## config.mk

```make
export PLATFORM = sky130hd
export DESIGN_NAME = lzd_front
export DESIGN_NICKNAME = d
export VERILOG_FILES = /design/src/design/lzd_pkg.sv /design/src/design/lzd_front.sv
export SDC_FILE = /design/constraint.sdc
export NUM_CORES = 1
export LEC_CHECK = 0
export BUFFER_PORTS_ARGS = -buffer_cell sky130_fd_sc_hd__buf_4
export CORE_ASPECT_RATIO = 1.2
export CORE_UTILIZATION = 40
export CTS_BUF_LIST = sky130_fd_sc_hd__clkbuf_4
export CTS_CLUSTER_SIZE = 25
export DETAILED_ROUTE_END_ITERATION = 6
export GPL_TIMING_DRIVEN = 0
export HOLD_SLACK_MARGIN = 0.12
export SYNTH_ARGS = -nofsm -noshare
export SYNTH_HDL_FRONTEND = slang
export SYNTH_SLANG_ARGS = --single-unit
```

## constraint.sdc

```tcl
create_clock -name clk -period 6.9 [get_ports clk]
set_input_delay 1.035 -clock clk [delete_from_list [all_inputs] [get_ports clk]]
set_output_delay 1.035 -clock clk [all_outputs]
set_load 0.005 [all_outputs]
```

## src/design/lzd_pkg.sv

```systemverilog
`timescale 1ns / 1ps
// ----------------------------------------------------------------------------
// lzd_pkg
// Shared types and constants for the RGB32 LZ pixel decompressor.
// ----------------------------------------------------------------------------
package lzd_pkg;

    localparam int ADDR_W_MAX = 24;

    // Register byte address on the configuration port
    localparam logic [2:0] ADDR_IMG_PIX = 3'd0;

    localparam logic [2:0] ST_OK        = 3'd0;
    localparam logic [2:0] ST_REF_START = 3'd1;
    localparam logic [2:0] ST_OVERRUN   = 3'd2;
    localparam logic [2:0] ST_CROSS_IMG = 3'd3;
    localparam logic [2:0] ST_BYTE_MTCH = 3'd4;
    localparam logic [2:0] ST_BEYOND    = 3'd5;

    localparam logic CMD_BYTE = 1'b0;
    localparam logic CMD_PULL = 1'b1;

    // One queued operation for the history/output side
    typedef struct packed {
        logic                  copy;     // pixel comes from history
        logic                  wr_en;    // pixel is stored to history
        logic [ADDR_W_MAX-1:0] wr_addr;
        logic [ADDR_W_MAX-1:0] rd_addr;
        logic [23:0]           pix;
        logic                  last;
        logic [2:0]            status;
    } op_t;

endpackage

```

## src/design/lzd_front.sv

```systemverilog
`timescale 1ns / 1ps
// ----------------------------------------------------------------------------
// lzd_front
// Stream parser: decodes control, length, offset and distance bytes, builds
// literal pixels and issues one operation per pixel or error.
// ----------------------------------------------------------------------------
module lzd_front #(
    parameter int HISTORY_PIXELS = 65536
) (
    input  logic          clk,
    input  logic          rst_n,
    input  logic          in_valid,
    output logic          in_ready,
    input  logic          cmd,
    input  logic [7:0]    data_byte,
    input  logic [24:0]   image_pixels,
    input  logic          q_full,
    output logic          push,
    output lzd_pkg::op_t  push_op
);

    localparam int AW = $clog2(HISTORY_PIXELS);
    localparam logic [AW:0] H_EXT = (AW+1)'(HISTORY_PIXELS);
    localparam logic [AW-1:0] H_TOP = AW'(HISTORY_PIXELS - 1);

    localparam logic [3:0] PH_CTRL    = 4'd0;
    localparam logic [3:0] PH_LEN     = 4'd1;
    localparam logic [3:0] PH_OFS1    = 4'd2;
    localparam logic [3:0] PH_OFS2    = 4'd3;
    localparam logic [3:0] PH_DIST    = 4'd4;
    localparam logic [3:0] PH_DIST_VL = 4'd5;
    localparam logic [3:0] PH_VLONG   = 4'd6;
    localparam logic [3:0] PH_LIT     = 4'd7;
    localparam logic [3:0] PH_MATCH   = 4'd8;
    localparam logic [3:0] PH_ERR     = 4'd9;

    logic [3:0]    phase_reg, phase_next;
    logic [24:0]   pcount_reg, pcount_next;
    logic [AW-1:0] wptr_reg, wptr_next;
    logic [AW-1:0] rptr_reg, rptr_next;
    logic [24:0]   mlen_reg, mlen_next;
    logic [24:0]   pofs_reg, pofs_next;
    logic          long_reg, long_next;
    logic [1:0]    dleft_reg, dleft_next;
    logic          dnz_reg, dnz_next;
    logic [5:0]    lit_reg, lit_next;
    logic [1:0]    bip_reg, bip_next;
    logic [15:0]   part_reg, part_next;
    logic [2:0]    err_reg, err_next;

    logic          accept;
    logic          emit_pix;
    logic          set_err;
    logic [2:0]    err_code;
    logic          do_fin;
    logic [24:0]   pc1;
    logic          is_last;
    logic [25:0]   ofs;
    logic [25:0]   lit_sum;
    logic [25:0]   run_end;
    logic [25:0]   len_sum;
    logic [AW:0]   rd_diff;
    logic [AW:0]   rd_full;

    assign in_ready = !q_full;
    assign accept   = in_valid && !q_full;
    assign pc1      = pcount_reg + 25'd1;
    assign is_last  = (pc1 == image_pixels);
    assign lit_sum  = {1'b0, pcount_reg} + {18'd0, data_byte} + 26'd1;
    assign run_end  = {1'b0, pcount_reg} + {1'b0, mlen_reg};
    assign len_sum  = {1'b0, mlen_reg} + {18'd0, data_byte};

    always_comb
    begin
        phase_next = phase_reg;
        pcount_next = pcount_reg;
        wptr_next = wptr_reg;
        rptr_next = rptr_reg;
        mlen_next = mlen_reg;
        pofs_next = pofs_reg;
        long_next = long_reg;
        dleft_next = dleft_reg;
        dnz_next = dnz_reg;
        lit_next = lit_reg;
        bip_next = bip_reg;
        part_next = part_reg;
        err_next = err_reg;
        emit_pix = 1'b0;
        set_err = 1'b0;
        err_code = lzd_pkg::ST_OK;
        do_fin = 1'b0;
        push = 1'b0;
        push_op = '0;
        ofs = '0;
        rd_diff = '0;
        rd_full = '0;

        if (accept)
        begin
            if (phase_reg == PH_ERR)
            begin
                set_err = 1'b1;
                err_code = err_reg;
            end
            else if (cmd == lzd_pkg::CMD_PULL)
            begin
                if (phase_reg == PH_MATCH)
                begin
                    emit_pix = 1'b1;
                    push_op.copy = 1'b1;
                    push_op.rd_addr = lzd_pkg::ADDR_W_MAX'(rptr_reg);
                    rptr_next = (rptr_reg == H_TOP) ? '0 : rptr_reg + AW'(1);
                    mlen_next = mlen_reg - 25'd1;
                    if (mlen_next == 25'd0)
                    begin
                        phase_next = PH_CTRL;
                    end
                end
            end
            else
            begin
                unique case (phase_reg) inside
                    PH_CTRL:
                    begin
                        if (data_byte < 8'd32)
                        begin
                            if (lit_sum > {1'b0, image_pixels})
                            begin
                                set_err = 1'b1;
                                err_code = lzd_pkg::ST_OVERRUN;
                            end
                            else
                            begin
                                lit_next = 6'(data_byte) + 6'd1;
                                bip_next = 2'd0;
                                phase_next = PH_LIT;
                            end
                        end
                        else
                        begin
                            mlen_next = {22'd0, data_byte[7:5]};
                            long_next = data_byte[4];
                            pofs_next = {21'd0, data_byte[3:0]};
                            dnz_next = 1'b0;
                            dleft_next = 2'd0;
                            phase_next = (data_byte[7:5] == 3'd7) ? PH_LEN : PH_OFS1;
                        end
                    end
                    PH_LEN:
                    begin
                        mlen_next = len_sum[25] ? 25'h1FFFFFF : len_sum[24:0];
                        if (data_byte != 8'hFF)
                        begin
                            phase_next = PH_OFS1;
                        end
                    end
                    PH_OFS1:
                    begin
                        pofs_next = pofs_reg + {13'd0, data_byte, 4'd0};
                        phase_next = PH_OFS2;
                    end
                    PH_OFS2:
                    begin
                        dleft_next = data_byte[7:6];
                        if (!long_reg)
                        begin
                            dnz_next = (data_byte[5:0] != 6'd0);
                            phase_next = PH_DIST;
                        end
                        else
                        begin
                            pofs_next = pofs_reg + {8'd0, data_byte[4:0], 12'd0};
                            phase_next = data_byte[5] ? PH_DIST_VL : PH_DIST;
                        end
                        if (dleft_next == 2'd0)
                        begin
                            if (phase_next == PH_DIST_VL)
                            begin
                                phase_next = PH_VLONG;
                            end
                            else
                            begin
                                do_fin = 1'b1;
                            end
                        end
                    end
                    PH_DIST, PH_DIST_VL:
                    begin
                        if (data_byte != 8'd0)
                        begin
                            dnz_next = 1'b1;
                        end
                        dleft_next = dleft_reg - 2'd1;
                        if (dleft_next == 2'd0)
                        begin
                            if (phase_reg == PH_DIST_VL)
                            begin
                                phase_next = PH_VLONG;
                            end
                            else
                            begin
                                do_fin = 1'b1;
                            end
                        end
                    end
                    PH_VLONG:
                    begin
                        pofs_next = pofs_reg + {data_byte, 17'd0};
                        do_fin = 1'b1;
                    end
                    PH_LIT:
                    begin
                        if (bip_reg == 2'd0)
                        begin
                            part_next = {part_reg[15:8], part_reg[7:0] | data_byte};
                            bip_next = 2'd1;
                        end
                        else if (bip_reg == 2'd1)
                        begin
                            part_next = {part_reg[15:8] | data_byte, part_reg[7:0]};
                            bip_next = 2'd2;
                        end
                        else
                        begin
                            emit_pix = 1'b1;
                            push_op.pix = {data_byte, part_reg};
                            part_next = '0;
                            bip_next = 2'd0;
                            lit_next = lit_reg - 6'd1;
                            if (lit_next == 6'd0)
                            begin
                                phase_next = PH_CTRL;
                            end
                        end
                    end
                    PH_MATCH:
                    begin
                        set_err = 1'b1;
                        err_code = lzd_pkg::ST_BYTE_MTCH;
                    end
                    default:
                    begin
                        set_err = 1'b1;
                        err_code = lzd_pkg::ST_OVERRUN;
                    end
                endcase
            end

            // Close a match header: checks run cross-image, start, overrun, history
            if (do_fin)
            begin
                ofs = {1'b0, pofs_next} + 26'd1;
                if (dnz_next)
                begin
                    set_err = 1'b1;
                    err_code = lzd_pkg::ST_CROSS_IMG;
                end
                else if (ofs > {1'b0, pcount_reg})
                begin
                    set_err = 1'b1;
                    err_code = lzd_pkg::ST_REF_START;
                end
                else if (run_end > {1'b0, image_pixels})
                begin
                    set_err = 1'b1;
                    err_code = lzd_pkg::ST_OVERRUN;
                end
                else if (ofs > 26'(HISTORY_PIXELS))
                begin
                    set_err = 1'b1;
                    err_code = lzd_pkg::ST_BEYOND;
                end
                else
                begin
                    rd_diff = {1'b0, wptr_reg} - ofs[AW:0];
                    rd_full = rd_diff[AW] ? rd_diff + H_EXT : rd_diff;
                    rptr_next = rd_full[AW-1:0];
                    phase_next = PH_MATCH;
                end
            end

            if (emit_pix)
            begin
                push = 1'b1;
                push_op.wr_en = 1'b1;
                push_op.wr_addr = lzd_pkg::ADDR_W_MAX'(wptr_reg);
                push_op.last = is_last;
                push_op.status = lzd_pkg::ST_OK;
                pcount_next = is_last ? '0 : pc1;
                wptr_next = (is_last || wptr_reg == H_TOP) ? '0 : wptr_reg + AW'(1);
            end

            if (set_err)
            begin
                push = 1'b1;
                push_op = '0;
                push_op.status = err_code;
                phase_next = PH_ERR;
                err_next = err_code;
            end
        end
    end

    always_ff @(posedge clk or negedge rst_n)
    begin
        if (!rst_n)
        begin
            phase_reg <= PH_CTRL;
            pcount_reg <= '0;
            wptr_reg <= '0;
            rptr_reg <= '0;
            mlen_reg <= '0;
            pofs_reg <= '0;
            long_reg <= 1'b0;
            dleft_reg <= '0;
            dnz_reg <= 1'b0;
            lit_reg <= '0;
            bip_reg <= '0;
            part_reg <= '0;
            err_reg <= lzd_pkg::ST_OK;
        end
        else
        begin
            phase_reg <= phase_next;
            pcount_reg <= pcount_next;
            wptr_reg <= wptr_next;
            rptr_reg <= rptr_next;
            mlen_reg <= mlen_next;
            pofs_reg <= pofs_next;
            long_reg <= long_next;
            dleft_reg <= dleft_next;
            dnz_reg <= dnz_next;
            lit_reg <= lit_next;
            bip_reg <= bip_next;
            part_reg <= part_next;
            err_reg <= err_next;
        end
    end

endmodule

```

==> Flow_metrics.wiki, run 1 <==
{| class="wikitable"
! Metric !! Value
|-
| Run status || finished with violations
|-
| Violated checks || setup timing
|-
| Share of async-settable or async-resettable flops after synthesis || 100%
|-
| Share of power burned in the clock network || 19.1%
|-
| Most used DFF post-synth || dfrtp_1
|-
| Row Count || 82
|-
| Total negative setup slack || -1660 ps
|-
| Count of input and output buffers || 100
|-
| Net count reported at finish || 2683
|-
| Detailed-placement wirelength estimate || around 48000 um
|-
| Clock-pin slew on the worst setup and hold paths || about 130 ps
|-
| Post-route minimum period || 7330 ps
|-
| Total wire length || around 65000 um
|-
| Cts bufs inserted || 17
|-
| Net Sw Frac || 43.3%
|-
| Worst Path Max Fanout || 4
|-
| Most frequent cells after synthesis || 225 x nand2_1, 184 x nor2_1, 162 x ha_1
|-
| CTS H-tree depth || 4
|-
| Worst-margin pin slew || between 1000 and 1500 ps
|-
| Maximum buffer depth of the clock tree || 2
|-
| Pin count of the biggest net entering global routing || 90
|-
| Synthesized netlist cell count || roughly 2200
|-
| Summed instance area of the synthesized netlist || 16900 um^2
|-
| Syn. warnings || 0
|-
| Worst min path class || input pin to asynchronous set/reset pin
|-
| Hold Buf Count CTS || 0
|-
| Total vias in the final route || 18600
|-
| Drt via density || 6.12
|-
| Pins over their slew limit || 0
|-
| Worst ir drop on vdd || 0.000113 V
|-
| Kind of start point of the critical path || input pin
|-
| Cell chosen for the clock root || clkbuf_4
|-
| Data required time at the worst endpoint || 5860 ps
|-
| Fraction of power consumed by combinational cells || 51.9%
|-
| Max frequency || 136 MHz
|-
| Layout Area Growth over Synthesis || 21.9%
|-
| Most numerous cell in the Yosys netlist || nand2_1
|-
| Crit Path Category || input pin to primary output
|-
| Dominant cells by area after synthesis || dfrtp_1 21%, ha_1 12%, xnor2_1 5.4%
|-
| Congestion Overflow GR || 0
|-
| Setup Viol. Count Final || 4
|-
| Post-synthesis sequential area ratio || between 20% and 30%
|-
| Internal power consumption || 0.00195 W
|-
| Filler cells || 4130
|-
| Floorplan Core Area || roughly 42000 um^2
|-
| Die Span X || about 190 um
|-
| Number of I/O pins || 118
|-
| Share of the synthesized area in the top cell type || 21.1%
|-
| Standard cell with the maximum stage delay on the critical path || or4_4
|-
| Final hold violations || 0
|-
| Max Clock Skew || 36.8 ps
|-
| Fraction of layout instances using a drive strength above 1 || between 15 and 20%
|-
| CP endpoint kind || primary output
|-
| Non-filler cells in the finished layout || 3035
|-
| Pwr Total || around 0.0034 W
|-
| Slowest stage delay, CP || 470 ps
|-
| Count of antenna-violating nets left after detailed routing || 0
|-
| Number of sinks driven by the clock tree || 142
|-
| Number of cells after detailed placement || 2893
|-
| Post-synth EDFFs || 0
|-
| Effective utilization at floorplan || 40.5%
|-
| Die Y-Extent || 227 um
|-
| Residual DRC || 0
|-
| Detail-routed net length per standard cell || 21.6 um
|-
| Number of global-route vias before repair || 17400
|-
| Initial detailed-routing violation count || 1635
|-
| Sequential fraction of design power || 29.1%
|-
| GRT Overall Usage || 29.9%
|-
| Worst path arrival time || 6290 ps
|-
| Iteration count of the initial detailed-routing pass || 6
|-
| Die Area || 43000 um^2
|-
| Post-synthesis cell type with the largest combined area || dfrtp_1
|-
| Final worst slack || -430 ps
|-
| Post-synthesis area per instance || roughly 7.6 um^2
|-
| Dominant cell type by count on the critical path || buf_4
|-
| Number of storage elements in the synthesis netlist || 142
|-
| Share of the clock period used by the worst path after layout || 106%
|-
| Critical register-to-register path startpoint || pofs_reg[4]$_DFFE_PN0P_
|-
| Slew Limit Headroom || 4.17%
|-
| Hold slack final || 265 ps
|-
| Routability congestion estimate || 0.937
|-
| RSZ-0062 raised after global routing || yes
|-
| Source-to-sink clock delay at the later pin of the worst-skew pair || 690 ps
|-
| Post-synth cell types || 97
|-
| P_leak || 8.97 nW
|-
| Pwr/cell area || between 150 and 200 nW/um^2
|-
| Total of max-cap violations || 0
|-
| Number of antenna violations at the first check in global routing || 1
|-
| Net switching power figure || between 0.001 and 0.0015 W
|-
| TritonCTS clock tree || yes
|-
| Start point of the critical path || data_byte[0]
|-
| Global-route wire length before repair || 99100 um
|}
-- cell usage in the layout (no fill, tap or decap), types with 93 or more instances in the layout --
master / count
xnor2_1: 101
nand2_1: 221
nor2_1: 181
buf_4: 216
o21ai_0: 139
ha_1: 152
dfrtp_1: 133
clkbuf_1: 93
a21oi_1: 126
inv_1: 119
-- worst max-delay path: cells and delay by family --
family | cells | cell delay (ps)
fa+ha+maj | 2 | 560
compound gates | 6 | 1060
buf+inv | 18 | 2330
simple gates | 6 | 1300
-- through the flow --
stage | area (um^2) | setup slack (ps) | utilization (%)
after CTS | 20000 | -315 | 47.9
after floorplan | 16900 | 3.83 | -
after detailed placement | 18400 | -1900 | 44.2
after global placement | 18400 | -1930 | 44.1
after global routing | 20600 | -547 | 49.4
final | 20600 | -430 | 49.4
-- cell families (layout without fill, tap and decap cells) --
| group | count (synthesis) | after routing | synth area share (%) |
|---|---|---|---|
| xor+xnor | 154 | 154 | 7.99 |
| flops | 142 | 142 | 21.1 |
| mux | 25 | 25 | 1.53 |
| fa+ha+maj | 169 | 169 | 12.8 |
| buf+inv | 256 | 499 | 6.29 |
| simple gates | 872 | 872 | 26.2 |
| other cells | 1 | 17 | 0.0222 |
| compound gates | 611 | 611 | 24.1 |
-- worst paths after layout --
path | cells past startpoint | slack [ps] | endpoint
max in group asynchronous | 2 | 5790 | part_reg[6]$_DFFE_PN0P_
setup / recovery | 32 | -430 | push_op[0]
setup reg to reg | 32 | 560 | rptr_reg[5]$_DFFE_PN0P_
hold reg to reg | 2 | 510 | part_reg[10]$_DFFE_PN0P_
min in group clk | 2 | 510 | part_reg[10]$_DFFE_PN0P_
hold / removal | 1 | 260 | rptr_reg[10]$_DFFE_PN0P_
-- power by group through the flow --
stage                     sequential, W  combinational [W]  clock (W)
after floorplan                0.000981            0.00109          0
after global placement          0.00102            0.00144          0
after detailed placement        0.00103            0.00148          0
after CTS                      0.000997            0.00166   0.000674
after global routing            0.00101            0.00196   0.000703
final                           0.00100            0.00179   0.000656
-- layer usage --
| layer | vias to the layer above | GRT usage, % | routed length (um) |
|---|---|---|---|
| met5 | - | 0 | 0 |
| met4 | 0 | 16.2 | 3650 |
| met1 | 9002 | 37.0 | 26500 |
| met3 | 176 | 4.39 | 4270 |
| met2 | 778 | 50.3 | 31100 |
| li1 | 8623 | - | - |
-- final cells by class --
cell class | instances | area [um^2] | area share, %
antenna | 1 | 2.50 | 0.0122
buffer | 132 | 613 | 2.98
clock buffer | 17 | 128 | 0.620
clock inverter | 14 | 191 | 0.931
inverter | 122 | 462 | 2.24
multi-input combinational | 1847 | 13200 | 64.1
sequential | 142 | 3560 | 17.3
tap | 546 | 683 | 3.32
timing repair buffer | 214 | 1740 | 8.44
-- timing repair --
action	in CTS	in global routing
resized for setup	132	76
pin swaps	59	51
setup endpoints to repair	25	4
setup buffers	84	29
(Power assumes the default switching activity.)
==> run 2, diff against run 1 <==
- BUFFER_PORTS_ARGS: -buffer_cell sky130_fd_sc_hd__buf_4 -> -buffer_cell sky130_fd_sc_hd__buf_2
==> run 2 against run 1 <==
- the run still ends with setup timing left
- clock power shrank 5.2%
- design area shrank 0.55%
- setup slack lost 3.6 ps
- non-clock buffer count grew 23
- worst hold slack lost 63 ps
- flip-flop and latch count is the same
- critical path depth shrank 3
- via count grew 0.53%
- global-route usage grew 0.20 points
- routed wire length grew 0.13%
- highest routed layer unchanged
==> Flow_metrics.wiki, run 2 (same netlist as run 1, synthesis figures left out) <==
{| class="wikitable"
! Metric !! Value
|-
| Run status || finished with violations
|-
| Post-route minimum period || 7330 ps (+3.60 ps)
|-
| Number of global-route vias before repair || 17400 (-0.31%)
|-
| Iteration count of the initial detailed-routing pass || 6 (unchanged)
|-
| Drt via density || 6.10 (-0.33%)
|-
| Commonest non-fill, non-tap cells in the layout || 220 x nand2_1, 182 x nor2_1, 151 x ha_1
|-
| Pwr/cell area || 166 nW/um^2 (-0.71%)
|-
| Cell chosen for the clock root || clkbuf_4
|-
| Number of I/O pins || 118 (unchanged)
|-
| Number of sinks driven by the clock tree || 142 (unchanged)
|-
| Net switching power figure || 0.00152 W (+1.9%)
|-
| Net Sw Frac || 44.7% (+1.4 points)
|-
| Total vias in the final route || 18700 (+0.53%)
|-
| Violated checks || setup timing
|-
| Worst min path class || input pin to asynchronous set/reset pin
|-
| Fraction of layout instances using a drive strength above 1 || 19.3% (+0.94 points)
|-
| Worst ir drop on vdd || 0.000115 V (+1.3%)
|-
| Non-filler cells in the finished layout || 3061 (+0.86%)
|-
| RSZ-0062 raised after global routing || yes
|-
| Post-route cell area || 20500 um^2 (-0.55%)
|-
| Number of antenna violations at the first check in global routing || 2 (+1)
|-
| Die Y-Extent || 227 um (unchanged)
|-
| Clock-pin slew on the worst setup and hold paths || 140 ps (about the same)
|-
| Share of the clock period used by the worst path after layout || 106% (about the same)
|-
| Pins over their slew limit || 0 (unchanged)
|-
| Total of max-cap violations || 0 (unchanged)
|-
| Setup Viol. Count Final || 4 (unchanged)
|-
| Row Count || 82 (unchanged)
|-
| Start point of the critical path || data_byte[1]
|-
| Residual DRC || 0 (unchanged)
|-
| Hold Buf Count CTS || 0 (unchanged)
|-
| Placed instance area || 18200 um^2 (-1.3%)
|-
| Count of input and output buffers || 100 (unchanged)
|-
| Standard cell with the maximum stage delay on the critical path || fa_2
|-
| Number of cells after detailed placement || 2893 (unchanged)
|-
| TritonCTS clock tree || yes
|-
| Crit Path Category || input pin to primary output
|-
| P_leak || 9.06 nW (+1.0%)
|-
| Critical register-to-register path startpoint || phase_reg[2]$_DFFE_PN0P_
|-
| Detail-routed net length per standard cell || 21.4 um (-0.73%)
|-
| CTS H-tree depth || 4 (unchanged)
|-
| Routability congestion estimate || 0.969 (+3.4%)
|-
| Filler cells || 4148 (+0.44%)
|-
| Core utilization of the finished layout || 49.1% (-0.27 points)
|-
| Count of antenna-violating nets left after detailed routing || 0 (unchanged)
|-
| Fraction of power consumed by combinational cells || 52.2% (+0.3 points)
|-
| Sequential fraction of design power || 29.5% (+0.4 points)
|-
| Net count reported at finish || 2706 (+0.86%)
|-
| Effective utilization at floorplan || 40.5% (unchanged)
|-
| Share of power burned in the clock network || 18.3% (-0.8 points)
|-
| Die Span X || 190 um (unchanged)
|-
| Hold slack final || 202 ps (-62.7 ps)
|-
| Pin count of the biggest net entering global routing || 91 (+1.1%)
|-
| Max Clock Skew || 45.2 ps (+8.39 ps)
|-
| Congestion Overflow GR || 0 (unchanged)
|-
| Maximum buffer depth of the clock tree || 2 (unchanged)
|-
| Slowest stage delay, CP || 470 ps (about the same)
|-
| Final hold violations || 0 (unchanged)
|-
| Initial detailed-routing violation count || 1619 (-0.98%)
|-
| Worst Path Max Fanout || 6 (+2)
|-
| Total wire length || 65500 um (+0.13%)
|-
| Die Area || 43000 um^2 (unchanged)
|-
| Worst-margin pin slew || 1300 ps (-129 ps)
|-
| Global-route wire length before repair || 99300 um (+0.22%)
|-
| Most common cell after layout, fill and taps aside || nand2_1
|-
| CP endpoint kind || primary output
|-
| Setup slack at placement || -2320 ps (-417 ps)
|-
| Kind of start point of the critical path || input pin
|-
| Max frequency || 136 MHz (about the same)
|-
| Final worst slack || -433 ps (-3.60 ps)
|-
| Layout Area Growth over Synthesis || 21.2%
|-
| Slew Limit Headroom || 13.2% (+9.1 points)
|-
| GRT Overall Usage || 30.1% (+0.20 points)
|-
| Detailed-placement wirelength estimate || 48000 um (-0.50%)
|-
| Floorplan Core Area || 41700 um^2 (unchanged)
|-
| Dominant cell type by count on the critical path || buf_4
|-
| Source-to-sink clock delay at the later pin of the worst-skew pair || 750 ps (+60 ps)
|-
| Worst path arrival time || 6300 ps (about the same)
|-
| Internal power consumption || 0.00188 W (-3.7%)
|-
| Data required time at the worst endpoint || 5860 ps (about the same)
|-
| Cts bufs inserted || 17 (unchanged)
|}
-- run 2: worst paths after layout --
path                                            end  slack, ps  cells past startpoint
setup / recovery                               push       -430                     29
hold reg to reg              err_reg[2]$_DFFE_PN0P_        510                      1
min in group clk             err_reg[2]$_DFFE_PN0P_        510                      1
max in group asynchronous  mlen_reg[16]$_DFFE_PN0P_       5810                      2
setup reg to reg            rptr_reg[3]$_DFFE_PN0P_        760                     25
hold / removal             rptr_reg[12]$_DFFE_PN0P_        200                      1
-- run 2: layout make-up --
| class | instances | area, um^2 | share of cell area (%) |
|---|---|---|---|
| well taps | 546 | 683 | 3.34 |
| diodes | 3 | 7.51 | 0.0367 |
| multi-input cells | 1847 | 13200 | 64.5 |
| plain buffers | 132 | 616 | 3.01 |
| inverters | 122 | 462 | 2.26 |
| clock inverters | 15 | 163 | 0.795 |
| repair buffers | 237 | 1640 | 8.03 |
| flip-flops and latches | 142 | 3570 | 17.4 |
| clock buffers | 17 | 128 | 0.624 |
-- run 2: worst max-delay path, delay by kind of cell --
kind                     cells  cell delay (ps)
AO/OA/AOI/OAI                6             1200
adder cells (fa/ha/maj)      1              470
AND/OR/NAND/NOR              6             1370
buffers and inverters       16             2210
-- run 2: metal layers --
| layer | global-route usage (%) | wire, um |
|---|---|---|
| met3 | 4.66 | 4220 |
| met5 | 0 | 0 |
| met2 | 49.1 | 30600 |
| met4 | 18.0 | 3910 |
| met1 | 37.6 | 26800 |
-- run 2: through the flow --
stage / power [W] / TNS (ps)
after detailed placement: 0.00249 / -40390
after global placement: 0.00246 / -40420
after global routing: 0.00361 / -2260
after CTS: 0.00326 / -1390
after floorplan: 0.00207 / 0
final: 0.00340 / -1590
-- run 2: power by group through the flow --
stage | Combinational, W | Clock, W | Sequential (W)
floorplan | 0.00109 | 0 | 0.000981
CTS | 0.00163 | 0.000631 | 0.000996
global placement | 0.00144 | 0 | 0.00102
finish | 0.00177 | 0.000622 | 0.00100
detailed placement | 0.00147 | 0 | 0.00102
global route | 0.00194 | 0.000659 | 0.00101
-- run 2: timing repair --
action | 4_1_cts | 5_1_grt
setup buffers | 90 | 45
endpoints found under the setup margin | 27 | 4
pin swaps | 58 | 59
endpoints found under the hold margin | 0 | 0
resized for setup | 131 | 84
gates cloned | 0 | 0
