### src/design/lzd_pkg.sv
`timescale 1ns / 1ps
// ----------------------------------------------------------------------------
// lzd_pkg
// Shared types and constants for the RGB32 LZ pixel decompressor.
// ----------------------------------------------------------------------------
package lzd_pkg;

    localparam int ADDR_W_MAX = 24;

    // Register byte address on the configuration port
    localparam logic [2:0] ADDR_IMG_PIX = 3'd0;

    localparam logic [2:0] ST_OK        = 3'd0;
    localparam logic [2:0] ST_REF_START = 3'd1;
    localparam logic [2:0] ST_OVERRUN   = 3'd2;
    localparam logic [2:0] ST_CROSS_IMG = 3'd3;
    localparam logic [2:0] ST_BYTE_MTCH = 3'd4;
    localparam logic [2:0] ST_BEYOND    = 3'd5;

    localparam logic CMD_BYTE = 1'b0;
    localparam logic CMD_PULL = 1'b1;

    // One queued operation for the history/output side
    typedef struct packed {
        logic                  copy;     // pixel comes from history
        logic                  wr_en;    // pixel is stored to history
        logic [ADDR_W_MAX-1:0] wr_addr;
        logic [ADDR_W_MAX-1:0] rd_addr;
        logic [23:0]           pix;
        logic                  last;
        logic [2:0]            status;
    } op_t;

endpackage

### src/design/lzd_opq.sv
`timescale 1ns / 1ps
// ----------------------------------------------------------------------------
// lzd_opq
// Four-entry operation queue between the parser and the history side.
// ----------------------------------------------------------------------------
module lzd_opq (
    input  logic          clk,
    input  logic          rst_n,
    input  logic          push,
    input  lzd_pkg::op_t  push_op,
    output logic          full,
    input  logic          pop,
    output logic          q_valid,
    output lzd_pkg::op_t  q_op
);

    localparam int DEPTH = 4;
    localparam int PW = $clog2(DEPTH);

    lzd_pkg::op_t  slot_reg [DEPTH];
    logic [PW-1:0] head_reg, head_next;
    logic [PW-1:0] tail_reg, tail_next;
    logic [PW:0]   count_reg, count_next;

    assign full    = (count_reg == (PW+1)'(DEPTH));
    assign q_valid = (count_reg != '0);
    assign q_op    = slot_reg[head_reg];

    always_comb
    begin
        head_next = pop ? head_reg + PW'(1) : head_reg;
        tail_next = push ? tail_reg + PW'(1) : tail_reg;
        count_next = count_reg + (PW+1)'(push) - (PW+1)'(pop);
    end

    always_ff @(posedge clk)
    begin
        if (push)
        begin
            slot_reg[tail_reg] <= push_op;
        end
    end

    always_ff @(posedge clk or negedge rst_n)
    begin
        if (!rst_n)
        begin
            head_reg <= '0;
            tail_reg <= '0;
            count_reg <= '0;
        end
        else
        begin
            head_reg <= head_next;
            tail_reg <= tail_next;
            count_reg <= count_next;
        end
    end

endmodule

### config.mk
export PLATFORM = sky130hd
export DESIGN_NAME = lzd_opq
export DESIGN_NICKNAME = d
export VERILOG_FILES = /design/src/design/lzd_pkg.sv /design/src/design/lzd_opq.sv
export SDC_FILE = /design/constraint.sdc
export NUM_CORES = 1
export LEC_CHECK = 0
export BUFFER_PORTS_ARGS = -buffer_cell sky130_fd_sc_hd__buf_2
export CORE_UTILIZATION = 30
export DETAILED_ROUTE_END_ITERATION = 16
export GPL_TIMING_DRIVEN = 0
export PLACE_DENSITY_LB_ADDON = 0.12
export SETUP_SLACK_MARGIN = 0.5
export SLEW_MARGIN = 25
export SYNTH_ARGS = -nofsm -noshare
export SYNTH_HDL_FRONTEND = slang
export SYNTH_SLANG_ARGS = --single-unit
### constraint.sdc
create_clock -name clk -period 2.8 [get_ports clk]
set_clock_uncertainty 0.2 [all_clocks]
set_input_delay 0.56 -clock clk [delete_from_list [all_inputs] [get_ports clk]]
set_output_delay 0.56 -clock clk [all_outputs]
set_load 0.01 [all_outputs]
==> run_summary.xml, run 1 <==
<?xml version="1.0" encoding="UTF-8"?>
<metrics>
  <group name="run_status">
    <metric name="outcome" unit="">finished, final reports clean</metric>
  </group>
  <group name="power">
    <metric name="p_per_area" unit="nW/µm²">1110</metric>
    <metric name="clockPowerShare" unit="%">28.2</metric>
    <metric name="power.net_switching" unit="mW">4.63</metric>
    <metric name="lkg_pwr" unit="nW">5.23</metric>
    <metric name="power_frac_seq" unit="%">38.0</metric>
    <metric name="sw_share" unit="%">27.4</metric>
    <metric name="vdd.ir_drop.worst" unit="mV">0.592</metric>
    <metric name="internal_power_component" unit="mW">12.3</metric>
    <metric name="combinationalPowerShare" unit="%">33.8</metric>
    <metric name="totalPowerFinal" unit="mW">16.9</metric>
  </group>
  <group name="sta">
    <metric name="timing_worst_slew_pin_value" unit="ns">0.477</metric>
    <metric name="timing.final.crit_period" unit="ns">2.74</metric>
    <metric name="final_hold_viol_count" unit="">0</metric>
    <metric name="period_utilization" unit="%">97.8</metric>
    <metric name="finalWorstSetupSlack" unit="ns">0.0620</metric>
    <metric name="timing_max_transition_violations_final" unit="">0</metric>
    <metric name="max_freq" unit="MHz">365</metric>
    <metric name="setup_viol" unit="">0</metric>
    <metric name="unrepaired_setup_endpoints_after_global_routing" unit="">yes</metric>
    <metric name="slew_headroom" unit="%">68.2</metric>
  </group>
  <group name="yosys">
    <metric name="syn-cell-area" unit="µm²">11700</metric>
    <metric name="yosysWarnings" unit="">0</metric>
    <metric name="syn-num-nets" unit="">531</metric>
    <metric name="synth-main-ff-cell" unit="">sky130_fd_sc_hd__edfxtp_1</metric>
    <metric name="synth_common_cells" unit="">sky130_fd_sc_hd__edfxtp_1 (312), sky130_fd_sc_hd__mux4_2 (78), sky130_fd_sc_hd__buf_12 (8), sky130_fd_sc_hd__buf_2 (8), sky130_fd_sc_hd__dfrtp_1 (7)</metric>
    <metric name="syn_inst" unit="">442</metric>
    <metric name="synthMostInstantiatedCell" unit="">sky130_fd_sc_hd__edfxtp_1</metric>
    <metric name="synth_top_area_share" unit="%">79.9</metric>
    <metric name="post_synth_main_area_contributors" unit="">sky130_fd_sc_hd__edfxtp_1 (80%), sky130_fd_sc_hd__mux4_2 (15%), sky130_fd_sc_hd__dfrtp_1 (1.5%)</metric>
    <metric name="asyncSetResetFlopFracSynth" unit="%">2.19</metric>
    <metric name="synth.yosys.seq_area_share" unit="%">81.4</metric>
    <metric name="synth_top_cell_by_area" unit="">sky130_fd_sc_hd__edfxtp_1</metric>
    <metric name="synth-seq-cells" unit="">319</metric>
    <metric name="synth-edff-count" unit="">312</metric>
    <metric name="number_of_distinct_library_cells_after_synthesis" unit="">17</metric>
    <metric name="synthesis.area_per_instance" unit="µm²">26.5</metric>
  </group>
  <group name="critical_path">
    <metric name="maximum_fanout_count_along_the_critical_path" unit="">10</metric>
    <metric name="critPathArrivalTime" unit="ns">1.98</metric>
    <metric name="worstSetupPathType" unit="">register to output port</metric>
    <metric name="cp.required" unit="ns">2.04</metric>
    <metric name="startpoint_type" unit="">register</metric>
    <metric name="endpoint_kind" unit="">output port</metric>
  </group>
  <group name="drt">
    <metric name="antenna_violating_nets_post_route" unit="">0</metric>
    <metric name="totalWireLength" unit="µm">24400</metric>
    <metric name="detail_route.vias_per_cell" unit="">4.44</metric>
    <metric name="dr_total_vias" unit="">5378</metric>
    <metric name="drc_errors" unit="">0</metric>
    <metric name="detail_route.first_pass.iterations" unit="">4</metric>
    <metric name="average_wire_length_per_cell_after_detail_routing" unit="µm">20.2</metric>
    <metric name="detailedRoute.firstIterationViolations" unit="">221</metric>
  </group>
  <group name="job">
    <metric name="maxCapViolCount" unit="">0</metric>
  </group>
  <group name="placed_design">
    <metric name="hpwlAfterDp" unit="µm">14600</metric>
    <metric name="numPortBuffers" unit="">161</metric>
    <metric name="dpl_cell_area" unit="µm²">13400</metric>
    <metric name="placement.setup.worst_slack" unit="ns">0.265</metric>
    <metric name="finalWeightedCongestion" unit="">0.669</metric>
  </group>
  <group name="die">
    <metric name="fp.dieH" unit="µm">200</metric>
    <metric name="floorplan.die_area" unit="µm²">39900</metric>
    <metric name="floorplan.io_pins" unit="">162</metric>
    <metric name="num_rows" unit="">72</metric>
    <metric name="initial_core_util" unit="%">30.4</metric>
    <metric name="placeableCoreArea" unit="µm²">38600</metric>
    <metric name="die_w" unit="µm">200</metric>
  </group>
  <group name="min_path">
    <metric name="class_of_the_worst_hold_path" unit="">input port to register</metric>
  </group>
  <group name="grt">
    <metric name="first_global_vias" unit="">5920</metric>
    <metric name="number_of_antenna_violations_at_the_first_check_in_global_routing" unit="">2</metric>
    <metric name="globalRouteTotalUtil" unit="%">12.3</metric>
    <metric name="grt-ovfl-total" unit="">0</metric>
    <metric name="grt_first_pass_wirelength" unit="µm">35400</metric>
    <metric name="grt_start_max_net_pins" unit="">31</metric>
  </group>
  <group name="final_layout">
    <metric name="fillers" unit="">3456</metric>
    <metric name="largest_register_ff_count" unit="">312</metric>
    <metric name="multiInputGateArea" unit="µm²">1970</metric>
    <metric name="design.final.nets" unit="">757</metric>
    <metric name="finish.instance_area" unit="µm²">15200</metric>
    <metric name="drive_above_1_share" unit="%">47.1</metric>
    <metric name="final_util" unit="%">39.4</metric>
    <metric name="register_area" unit="µm²">9540</metric>
    <metric name="flow.area_growth_from_synthesis" unit="%">29.8</metric>
  </group>
  <group name="cts">
    <metric name="tritoncts" unit="">yes</metric>
    <metric name="clk_root_buffer_cell" unit="">sky130_fd_sc_hd__clkbuf_16</metric>
    <metric name="clkLatencyLatePin" unit="ns">0.53</metric>
    <metric name="cts-buffers-inserted" unit="">37</metric>
    <metric name="clock_path_buffers" unit="">3</metric>
    <metric name="cts_num_sinks" unit="">319</metric>
    <metric name="maximum_level_of_the_cts_h_tree" unit="">2</metric>
    <metric name="path_clk_slew" unit="ns">0.05</metric>
  </group>
</metrics>
cell families (layout without fill, tap and decap cells):
logic type	after synthesis	after routing	synth area share, %
xor+xnor	5	5	0.373
mux	78	78	15.0
fa+ha+maj	7	7	0.811
other cells	0	1	0
compound gates	1	1	0.0426
flops	319	319	81.4
buf+inv	24	272	2.06
simple gates	8	10	0.384
timing repair:
item | in CTS | in global routing
setup buffers | 1 | 1
gates cloned | 0 | 3
endpoints found under the hold margin | 52 | 0
endpoints found under the setup margin | 78 | 137
hold buffers | 13 | 0
resized for setup | 10 | 82
pin swaps | 0 | 0
stage by stage:
| step | cells | hold WS [ns] | setup TNS [ns] |
|---|---|---|---|
| after floorplan | 442 | 0.0644 | 0 |
| after global placement | 1121 | 0.201 | -165.85 |
| after detailed placement | 1129 | 0.205 | 0 |
| after CTS | 1206 | 0.000658 | 0 |
| after global routing | 1211 | 0.0149 | -0.0791 |
| final | 1211 | 0.0409 | 0 |
area by class of cell:
class / instances / share of cell area (%)
Clock inverter: 16 / 1.38
Clock buffer: 47 / 6.61
Timing Repair Buffer: 185 / 10.3
Sequential cell: 319 / 62.7
Inverter: 6 / 0.148
Antenna cell: 1 / 0.0164
Buffer: 18 / 1.65
Multi-Input combinational cell: 101 / 12.9
Tap cell: 518 / 4.26
critical path, cell delays in order, from the launching register on:
cell and delay [ns]:
sky130_fd_sc_hd__dfrtp_1 0.37, sky130_fd_sc_hd__buf_12 0.20, sky130_fd_sc_hd__buf_12 0.17, sky130_fd_sc_hd__mux4_2 0.55
sky130_fd_sc_hd__buf_6 0.15
power by group through the flow:
| stage | combinational, mW | clock [mW] | sequential [mW] |
|---|---|---|---|
| after detailed placement | 4.83 | 0 | 6.53 |
| final | 5.71 | 4.78 | 6.42 |
| after CTS | 4.94 | 4.96 | 6.43 |
| after global routing | 6.17 | 5.12 | 6.50 |
| after global placement | 4.64 | 0 | 6.55 |
| after floorplan | 2.96 | 0 | 6.49 |
layout by cell type, fill, tap and decap left out, drive strengths merged, types with 3 or more instances in the layout:
cell type    netlist  routed
edfxtp           312     312
bufinv             0       5
dlygate4sd3        0      13
dfrtp              7       7
inv                6       7
clkbuf             0      48
xor2               3       3
clkinv             0       8
ha                 6       6
mux4              78      78
and2               4       6
buf               18     189
worst paths after layout:
kind,from,to,slack (ns),depth (start not counted)
max reg2reg,tail_reg[1]$_DFFE_PN0P_,slot_reg[1][31]$_DFFE_PP_,0.67,5
max in group asynchronous,rst_n,head_reg[1]$_DFFE_PN0P_,2.02,2
min reg2reg,tail_reg[0]$_DFFE_PN0P_,tail_reg[0]$_DFFE_PN0P_,0.34,1
max,head_reg[0]$_DFFE_PN0P_,q_op[1],0.06,4
min,push_op[60],slot_reg[1][60]$_DFFE_PP_,0.04,1
min in group asynchronous,rst_n,count_reg[2]$_DFF_PN0_,0.22,2
routing by layer:
layer / up-vias / GRT usage, % / share of wire (%)
met5: - / 0 / 0.053
met4: 2 / 5.17 / 2.2
met3: 36 / 3.78 / 6.3
met2: 144 / 20.4 / 50
met1: 2836 / 14.8 / 41
li1: 2360 / - / -
No activity file was read; power rests on OpenSTA's default activity.
==> run 2: changes to the inputs <==
--- a/config.mk
+++ b/config.mk
@@ -9,7 +9,7 @@
 export CORE_UTILIZATION = 30
 export DETAILED_ROUTE_END_ITERATION = 16
 export GPL_TIMING_DRIVEN = 0
-export PLACE_DENSITY_LB_ADDON = 0.12
+export PLACE_DENSITY = 0.56
 export SETUP_SLACK_MARGIN = 0.5
 export SLEW_MARGIN = 25
 export SYNTH_ARGS = -nofsm -noshare
==> run 2 against run 1 <==
  * Flip-flop and latch count unchanged
  * Total power is 2.5% lower
  * Register-to-register slack gained 0.26 ns
  * Fmax increased by 0.26%
  * Routed wire length is 1.8% lower
  * Clock power fell by 4.6%
  * Critical path depth unchanged
  * Setup slack gained 0.0071 ns
  * Global-route usage fell by 0.13 points
  * Clock-buffer cell count decreased by 1
  * First-iteration DRC count up 15%
  * Cell area fell by 1.9%
  * Highest routed layer unchanged
==> run_summary.xml, run 2 (synthesis gave the netlist of run 1 again) <==
<?xml version="1.0" encoding="UTF-8"?>
<metrics>
  <group name="cts">
    <metric name="clk_root_buffer_cell" unit="">sky130_fd_sc_hd__clkbuf_16</metric>
    <metric name="clkLatencyLatePin" unit="ns">0.52</metric>
    <metric name="clock_path_buffers" unit="">3</metric>
    <metric name="cts_num_sinks" unit="">319</metric>
    <metric name="maximum_level_of_the_cts_h_tree" unit="">2</metric>
    <metric name="path_clk_slew" unit="ns">0.06</metric>
    <metric name="cts-buffers-inserted" unit="">36</metric>
    <metric name="tritoncts" unit="">yes</metric>
  </group>
  <group name="sta">
    <metric name="final_hold_viol_count" unit="">0</metric>
    <metric name="timing_max_transition_violations_final" unit="">0</metric>
    <metric name="fin_setup_tns" unit="ns">0</metric>
    <metric name="finalWorstSetupSlack" unit="ns">0.0691</metric>
    <metric name="unrepaired_setup_endpoints_after_global_routing" unit="">yes</metric>
    <metric name="setup_viol" unit="">0</metric>
    <metric name="max_freq" unit="MHz">366</metric>
    <metric name="slew_headroom" unit="%">69.8</metric>
    <metric name="period_utilization" unit="%">97.5</metric>
    <metric name="timing.final.crit_period" unit="ns">2.73</metric>
    <metric name="timing_worst_slew_pin_value" unit="ns">0.453</metric>
  </group>
  <group name="drt">
    <metric name="drc_errors" unit="">0</metric>
    <metric name="detail_route.vias_per_cell" unit="">4.44</metric>
    <metric name="detailedRoute.firstIterationViolations" unit="">255</metric>
    <metric name="detail_route.first_pass.iterations" unit="">4</metric>
    <metric name="totalWireLength" unit="µm">24000</metric>
    <metric name="dr_total_vias" unit="">5286</metric>
    <metric name="average_wire_length_per_cell_after_detail_routing" unit="µm">20.1</metric>
    <metric name="antenna_violating_nets_post_route" unit="">0</metric>
  </group>
  <group name="grt">
    <metric name="globalRouteTotalUtil" unit="%">12.2</metric>
    <metric name="grt_first_pass_wirelength" unit="µm">34800</metric>
    <metric name="first_global_vias" unit="">5497</metric>
    <metric name="number_of_antenna_violations_at_the_first_check_in_global_routing" unit="">2</metric>
    <metric name="busiest_layer" unit="">met2</metric>
    <metric name="grt_util_met2" unit="%">19.1</metric>
    <metric name="grt_start_max_net_pins" unit="">40</metric>
    <metric name="grt_util_met3" unit="%">3.61</metric>
    <metric name="grt.met1_usage" unit="%">15.8</metric>
    <metric name="grt-ovfl-total" unit="">0</metric>
  </group>
  <group name="die">
    <metric name="placeableCoreArea" unit="µm²">38600</metric>
    <metric name="initial_core_util" unit="%">30.4</metric>
    <metric name="fp.dieH" unit="µm">200</metric>
    <metric name="floorplan.die_area" unit="µm²">39900</metric>
    <metric name="num_rows" unit="">72</metric>
    <metric name="die_w" unit="µm">200</metric>
    <metric name="floorplan.io_pins" unit="">162</metric>
  </group>
  <group name="min_path">
    <metric name="timing.hold.worst_endpoint" unit="">slot_reg[1][74]$_DFFE_PP_</metric>
    <metric name="min_path_cells" unit="">1</metric>
    <metric name="worstHoldStart" unit="">push_op[74]</metric>
    <metric name="class_of_the_worst_hold_path" unit="">input port to register</metric>
  </group>
  <group name="critical_path">
    <metric name="crit_family" unit="">buffers and inverters</metric>
    <metric name="startpoint_of_the_worst_slack_reg_to_reg_timing_path" unit="">tail_reg[0]$_DFFE_PN0P_</metric>
    <metric name="cp.required" unit="ns">2.04</metric>
    <metric name="worstPathBufferInverterCount" unit="">3</metric>
    <metric name="startpoint_type" unit="">register</metric>
    <metric name="critPathArrivalTime" unit="ns">1.97</metric>
    <metric name="worstReg2RegEnd" unit="">slot_reg[2][54]$_DFFE_PP_</metric>
    <metric name="timing.critical_path.slowest_cell_delay" unit="ns">0.51</metric>
    <metric name="endpoint_kind" unit="">output port</metric>
    <metric name="crit_path_top_delay_cell" unit="">sky130_fd_sc_hd__mux4_2</metric>
    <metric name="maximum_fanout_count_along_the_critical_path" unit="">10</metric>
    <metric name="worstRegToRegCells" unit="">4</metric>
    <metric name="regToRegSetupSlack" unit="ns">0.93</metric>
    <metric name="worstSetupPathType" unit="">register to output port</metric>
    <metric name="timing.critical_path.cells" unit="">buf_12 &gt; buf_16 &gt; mux4_2 &gt; buf_2</metric>
  </group>
  <group name="final_layout">
    <metric name="flow.area_growth_from_synthesis" unit="%">27.3</metric>
    <metric name="drive_above_1_share" unit="%">46.9</metric>
    <metric name="largest_register_ff_count" unit="">312</metric>
    <metric name="layout.cells.most_common" unit="">sky130_fd_sc_hd__edfxtp_1</metric>
    <metric name="final_util" unit="%">38.7</metric>
    <metric name="most-common-layout-cells" unit="">sky130_fd_sc_hd__edfxtp_1 (312), sky130_fd_sc_hd__buf_2 (108), sky130_fd_sc_hd__mux4_2 (78), sky130_fd_sc_hd__buf_6 (60), sky130_fd_sc_hd__clkbuf_16 (37)</metric>
    <metric name="design.final.nets" unit="">740</metric>
    <metric name="finish.instance_area" unit="µm²">14900</metric>
  </group>
  <group name="power">
    <metric name="power_frac_seq" unit="%">38.9</metric>
    <metric name="p_per_area" unit="nW/µm²">1100</metric>
    <metric name="totalPowerFinal" unit="mW">16.5</metric>
    <metric name="vdd.ir_drop.worst" unit="mV">0.652</metric>
    <metric name="lkg_pwr" unit="nW">5.10</metric>
    <metric name="power.net_switching" unit="mW">4.59</metric>
    <metric name="internal_power_component" unit="mW">11.9</metric>
    <metric name="combinationalPowerShare" unit="%">33.4</metric>
    <metric name="clockPowerShare" unit="%">27.6</metric>
    <metric name="sw_share" unit="%">27.8</metric>
  </group>
  <group name="run_status">
    <metric name="outcome" unit="">finished, final reports clean</metric>
  </group>
  <group name="placed_design">
    <metric name="placement.setup.worst_slack" unit="ns">0.214</metric>
    <metric name="finalWeightedCongestion" unit="">0.649</metric>
    <metric name="numPortBuffers" unit="">161</metric>
    <metric name="hpwlAfterDp" unit="µm">14500</metric>
    <metric name="dpl_cell_area" unit="µm²">13400</metric>
  </group>
  <group name="job">
    <metric name="maxCapViolCount" unit="">0</metric>
  </group>
</metrics>
-- run 2: changes by cell type in the layout (fill, tap and decap cells not counted), moves of 3 or more --
cell and delta:
sky130_fd_sc_hd__clkinv_2 -3, sky130_fd_sc_hd__buf_4 -4, sky130_fd_sc_hd__clkbuf_16 -3, sky130_fd_sc_hd__buf_16 +6, sky130_fd_sc_hd__buf_12 -6, sky130_fd_sc_hd__buf_2 +14, sky130_fd_sc_hd__buf_6 -11, sky130_fd_sc_hd__dlygate4sd3_1 -12
-- run 2: timing repair --
| action | CTS | global route |
|---|---|---|
| endpoints found under the setup margin | 78 | 78 |
| gates resized for setup | 9 | 68 |
| hold buffers | 1 | 0 |
| hold endpoints to repair | 7 | 0 |
| buffers inserted | 1 | 0 |
-- run 2: layer usage --
layer  up-vias  share of wire, %
li1       2323                 -
met2       124                48
met1      2794                43
met5         -             0.079
met3        43               6.0
met4         2               2.6
-- run 2: worst max path at each step --
stage | depth (start not counted) | startpoint | slack [ns] | endpoint
final | 4 | head_reg[0]$_DFFE_PN0P_ | 0.07 | q_op[30]
after global routing | 4 | head_reg[0]$_DFFE_PN0P_ | -0.03 | q_op[30]
after CTS | 4 | head_reg[0]$_DFFE_PN0P_ | 0.003 | q_op[30]
after detailed placement | 5 | head_reg[1]$_DFFE_PN0P_ | 0.21 | q_op[64]
after global placement | 2 | push | -0.54 | slot_reg[0][50]$_DFFE_PP_
after floorplan | 3 | tail_reg[0]$_DFFE_PN0P_ | 0.57 | slot_reg[2][0]$_DFFE_PP_
-- run 2: layout make-up --
class	count	area [µm²]
Clock buffer	46	960
Inverter	6	22.5
Clock inverter	13	165
Sequential cell	319	9540
Tap cell	518	648
Fill cell	3456	23700
Buffer	18	258
Antenna cell	1	2.50
Timing Repair Buffer	171	1380
Multi-Input combinational cell	99	1960
-- run 2: through the flow --
stage	hold WS [ns]	instances
3_5_place_dp	0.202	1129
4_1_cts	0.00433	1190
2_1_floorplan	0.0644	442
5_1_grt	0.0185	1190
3_3_place_gp	0.206	1121
6_report	0.0482	1191
-- run 2: power groups by stage --
stage,Sequential (mW),Combinational (mW),Clock [mW]
2_1_floorplan,6.49,2.96,0
3_3_place_gp,6.57,4.68,0
3_5_place_dp,6.52,4.88,0
4_1_cts,6.43,4.96,4.72
5_1_grt,6.49,5.99,4.89
6_report,6.42,5.51,4.56
==> run 3: changes to the inputs <==
--- a/config.mk
+++ b/config.mk
@@ -9,6 +9,7 @@
 export CORE_UTILIZATION = 30
 export DETAILED_ROUTE_END_ITERATION = 16
 export GPL_TIMING_DRIVEN = 0
+export MAX_ROUTING_LAYER = met4
 export PLACE_DENSITY = 0.56
 export SETUP_SLACK_MARGIN = 0.5
 export SLEW_MARGIN = 25
==> run 3 against run 2 <==
  * Combinational power hardly changed
  * Clock power barely moved
  * Utilization barely moved
  * Largest cell class unchanged
  * Total power is essentially flat
==> run_summary.xml, run 3 (synthesis gave the netlist of run 1 again) <==
<?xml version="1.0" encoding="UTF-8"?>
<metrics>
  <group name="run_status">
    <metric name="outcome" unit="">finished, final reports clean</metric>
  </group>
  <group name="sta">
    <metric name="slew_headroom" unit="%">69.8</metric>
    <metric name="timing_max_transition_violations_final" unit="">0</metric>
    <metric name="max_freq" unit="MHz">367</metric>
    <metric name="setup_viol" unit="">0</metric>
    <metric name="timing.final.crit_period" unit="ns">2.73</metric>
    <metric name="timing_worst_slew_pin_value" unit="ns">0.453</metric>
    <metric name="period_utilization" unit="%">97.3</metric>
    <metric name="final_hold_viol_count" unit="">0</metric>
    <metric name="unrepaired_setup_endpoints_after_global_routing" unit="">yes</metric>
  </group>
  <group name="power">
    <metric name="p_per_area" unit="nW/µm²">1100</metric>
    <metric name="vdd.ir_drop.worst" unit="mV">0.652</metric>
    <metric name="lkg_pwr" unit="nW">5.10</metric>
  </group>
  <group name="die">
    <metric name="floorplan.io_pins" unit="">162</metric>
    <metric name="fp.dieH" unit="µm">200</metric>
    <metric name="placeableCoreArea" unit="µm²">38600</metric>
    <metric name="floorplan.die_area" unit="µm²">39900</metric>
    <metric name="num_rows" unit="">72</metric>
    <metric name="initial_core_util" unit="%">30.4</metric>
    <metric name="die_w" unit="µm">200</metric>
  </group>
  <group name="grt">
    <metric name="grt_start_max_net_pins" unit="">40</metric>
    <metric name="first_global_vias" unit="">5500</metric>
    <metric name="grt_first_pass_wirelength" unit="µm">34800</metric>
    <metric name="grt-ovfl-total" unit="">0</metric>
    <metric name="number_of_antenna_violations_at_the_first_check_in_global_routing" unit="">2</metric>
    <metric name="globalRouteTotalUtil" unit="%">12.6</metric>
  </group>
  <group name="final_layout">
    <metric name="layout.cells.most_common" unit="">sky130_fd_sc_hd__edfxtp_1</metric>
    <metric name="finish.instance_area" unit="µm²">14900</metric>
    <metric name="multiInputGateArea" unit="µm²">1960</metric>
    <metric name="design.final.nets" unit="">740</metric>
    <metric name="largest_register_ff_count" unit="">312</metric>
    <metric name="register_area" unit="µm²">9540</metric>
    <metric name="final_util" unit="%">38.7</metric>
    <metric name="final_cell_count_no_fill" unit="">1192</metric>
    <metric name="drive_above_1_share" unit="%">46.9</metric>
    <metric name="fillers" unit="">3455</metric>
    <metric name="most-common-layout-cells" unit="">sky130_fd_sc_hd__edfxtp_1 (312), sky130_fd_sc_hd__buf_2 (108), sky130_fd_sc_hd__mux4_2 (78), sky130_fd_sc_hd__buf_6 (60), sky130_fd_sc_hd__clkbuf_16 (37)</metric>
    <metric name="flow.area_growth_from_synthesis" unit="%">27.4</metric>
  </group>
  <group name="critical_path">
    <metric name="maximum_fanout_count_along_the_critical_path" unit="">10</metric>
    <metric name="worstSetupPathType" unit="">register to output port</metric>
    <metric name="cp.required" unit="ns">2.04</metric>
    <metric name="startpoint_of_the_worst_slack_reg_to_reg_timing_path" unit="">tail_reg[0]$_DFFE_PN0P_</metric>
    <metric name="worstReg2RegEnd" unit="">slot_reg[2][61]$_DFFE_PP_</metric>
    <metric name="startpoint_type" unit="">register</metric>
    <metric name="worstRegToRegCells" unit="">4</metric>
    <metric name="critPathArrivalTime" unit="ns">1.97</metric>
    <metric name="regToRegSetupSlack" unit="ns">0.93</metric>
    <metric name="endpoint_kind" unit="">output port</metric>
  </group>
  <group name="cts">
    <metric name="clkLatencyLatePin" unit="ns">0.52</metric>
    <metric name="cts-buffers-inserted" unit="">36</metric>
    <metric name="tritoncts" unit="">yes</metric>
    <metric name="maximum_level_of_the_cts_h_tree" unit="">2</metric>
    <metric name="cts_num_sinks" unit="">319</metric>
    <metric name="path_clk_slew" unit="ns">0.06</metric>
    <metric name="clk_root_buffer_cell" unit="">sky130_fd_sc_hd__clkbuf_16</metric>
    <metric name="clock_path_buffers" unit="">3</metric>
  </group>
  <group name="placed_design">
    <metric name="place_inst" unit="">1129</metric>
    <metric name="dpl_cell_area" unit="µm²">13400</metric>
    <metric name="finalWeightedCongestion" unit="">0.655</metric>
    <metric name="numPortBuffers" unit="">161</metric>
    <metric name="hpwlAfterDp" unit="µm">14500</metric>
  </group>
  <group name="drt">
    <metric name="detail_route.first_pass.iterations" unit="">4</metric>
    <metric name="antenna_violating_nets_post_route" unit="">0</metric>
    <metric name="dr_total_vias" unit="">5267</metric>
    <metric name="totalWireLength" unit="µm">23900</metric>
    <metric name="average_wire_length_per_cell_after_detail_routing" unit="µm">20.1</metric>
    <metric name="drc_errors" unit="">0</metric>
    <metric name="detailedRoute.firstIterationViolations" unit="">244</metric>
    <metric name="detail_route.vias_per_cell" unit="">4.42</metric>
  </group>
  <group name="min_path">
    <metric name="worstHoldStart" unit="">push_op[74]</metric>
    <metric name="timing.hold.worst_endpoint" unit="">slot_reg[2][74]$_DFFE_PP_</metric>
    <metric name="class_of_the_worst_hold_path" unit="">input port to register</metric>
    <metric name="min_path_cells" unit="">1</metric>
  </group>
  <group name="job">
    <metric name="maxCapViolCount" unit="">0</metric>
  </group>
</metrics>
==> run 3: cell type report <==
| class | instances | area share (%) |
|---|---|---|
| flip-flops and latches | 319 | 63.9 |
| inverters | 6 | 0.151 |
| repair buffers | 171 | 9.26 |
| well taps | 518 | 4.34 |
| plain buffers | 18 | 1.73 |
| multi-input cells | 99 | 13.1 |
| clock buffers | 46 | 6.42 |
| clock inverters | 13 | 1.11 |
| diodes | 2 | 0.0335 |
==> run 3: critical path, cell delays in order (launching register included) <==
cell and delay [ns]:
sky130_fd_sc_hd__dfrtp_1 0.37, sky130_fd_sc_hd__buf_12 0.19, sky130_fd_sc_hd__buf_16 0.18, sky130_fd_sc_hd__mux4_2 0.54, sky130_fd_sc_hd__buf_6 0.14
==> run 3: worst max-delay path by stage <==
stage | start | slack, ns | endpoint
floorplan | tail_reg[0]$_DFFE_PN0P_ | 0.57 | slot_reg[2][0]$_DFFE_PP_
global placement | push | -0.54 | slot_reg[0][50]$_DFFE_PP_
detailed placement | head_reg[1]$_DFFE_PN0P_ | 0.21 | q_op[64]
CTS | head_reg[0]$_DFFE_PN0P_ | 0.003 | q_op[30]
global route | head_reg[0]$_DFFE_PN0P_ | -0.03 | q_op[30]
finish | head_reg[0]$_DFFE_PN0P_ | 0.07 | q_op[38]
==> run 3: power breakdown <==
| group | switching [mW] | total [mW] | internal, mW |
|---|---|---|---|
| clock network | 1.77 | 4.55 | 2.77 |
| logic | 2.62 | 5.51 | 2.89 |
| registers | 0.181 | 6.42 | 6.24 |
==> run 3: what timing repair did <==
action | in CTS | in global routing
setup buffers | 1 | 0
resized for setup | 9 | 68
pin swaps | 0 | 0
hold buffers | 1 | 0
hold endpoints to repair | 7 | 0
endpoints found under the setup margin | 78 | 78
==> run 3: layer usage <==
layer / wire length, µm / GRT usage, % / up-vias
met5: 0 / - / -
met2: 11700 / 19.1 / 125
met4: 601 / 4.92 / 0
met1: 10200 / 15.8 / 2773
met3: 1410 / 3.56 / 45
li1: - / - / 2324
==> run 3: through the flow <==
| step | hold WS (ns) | total power [mW] | TNS (ns) | setup slack (ns) |
|---|---|---|---|---|
| 3_3_place_gp | 0.206 | 11.2 | -160.90 | -0.537 |
| 3_5_place_dp | 0.202 | 11.4 | 0 | 0.214 |
| 2_1_floorplan | 0.0644 | 9.45 | 0 | 0.575 |
| 5_1_grt | 0.0186 | 17.4 | -0.222 | -0.0314 |
| 4_1_cts | 0.00433 | 16.1 | 0 | 0.00274 |
| 6_report | 0.0495 | 16.5 | 0 | 0.0742 |
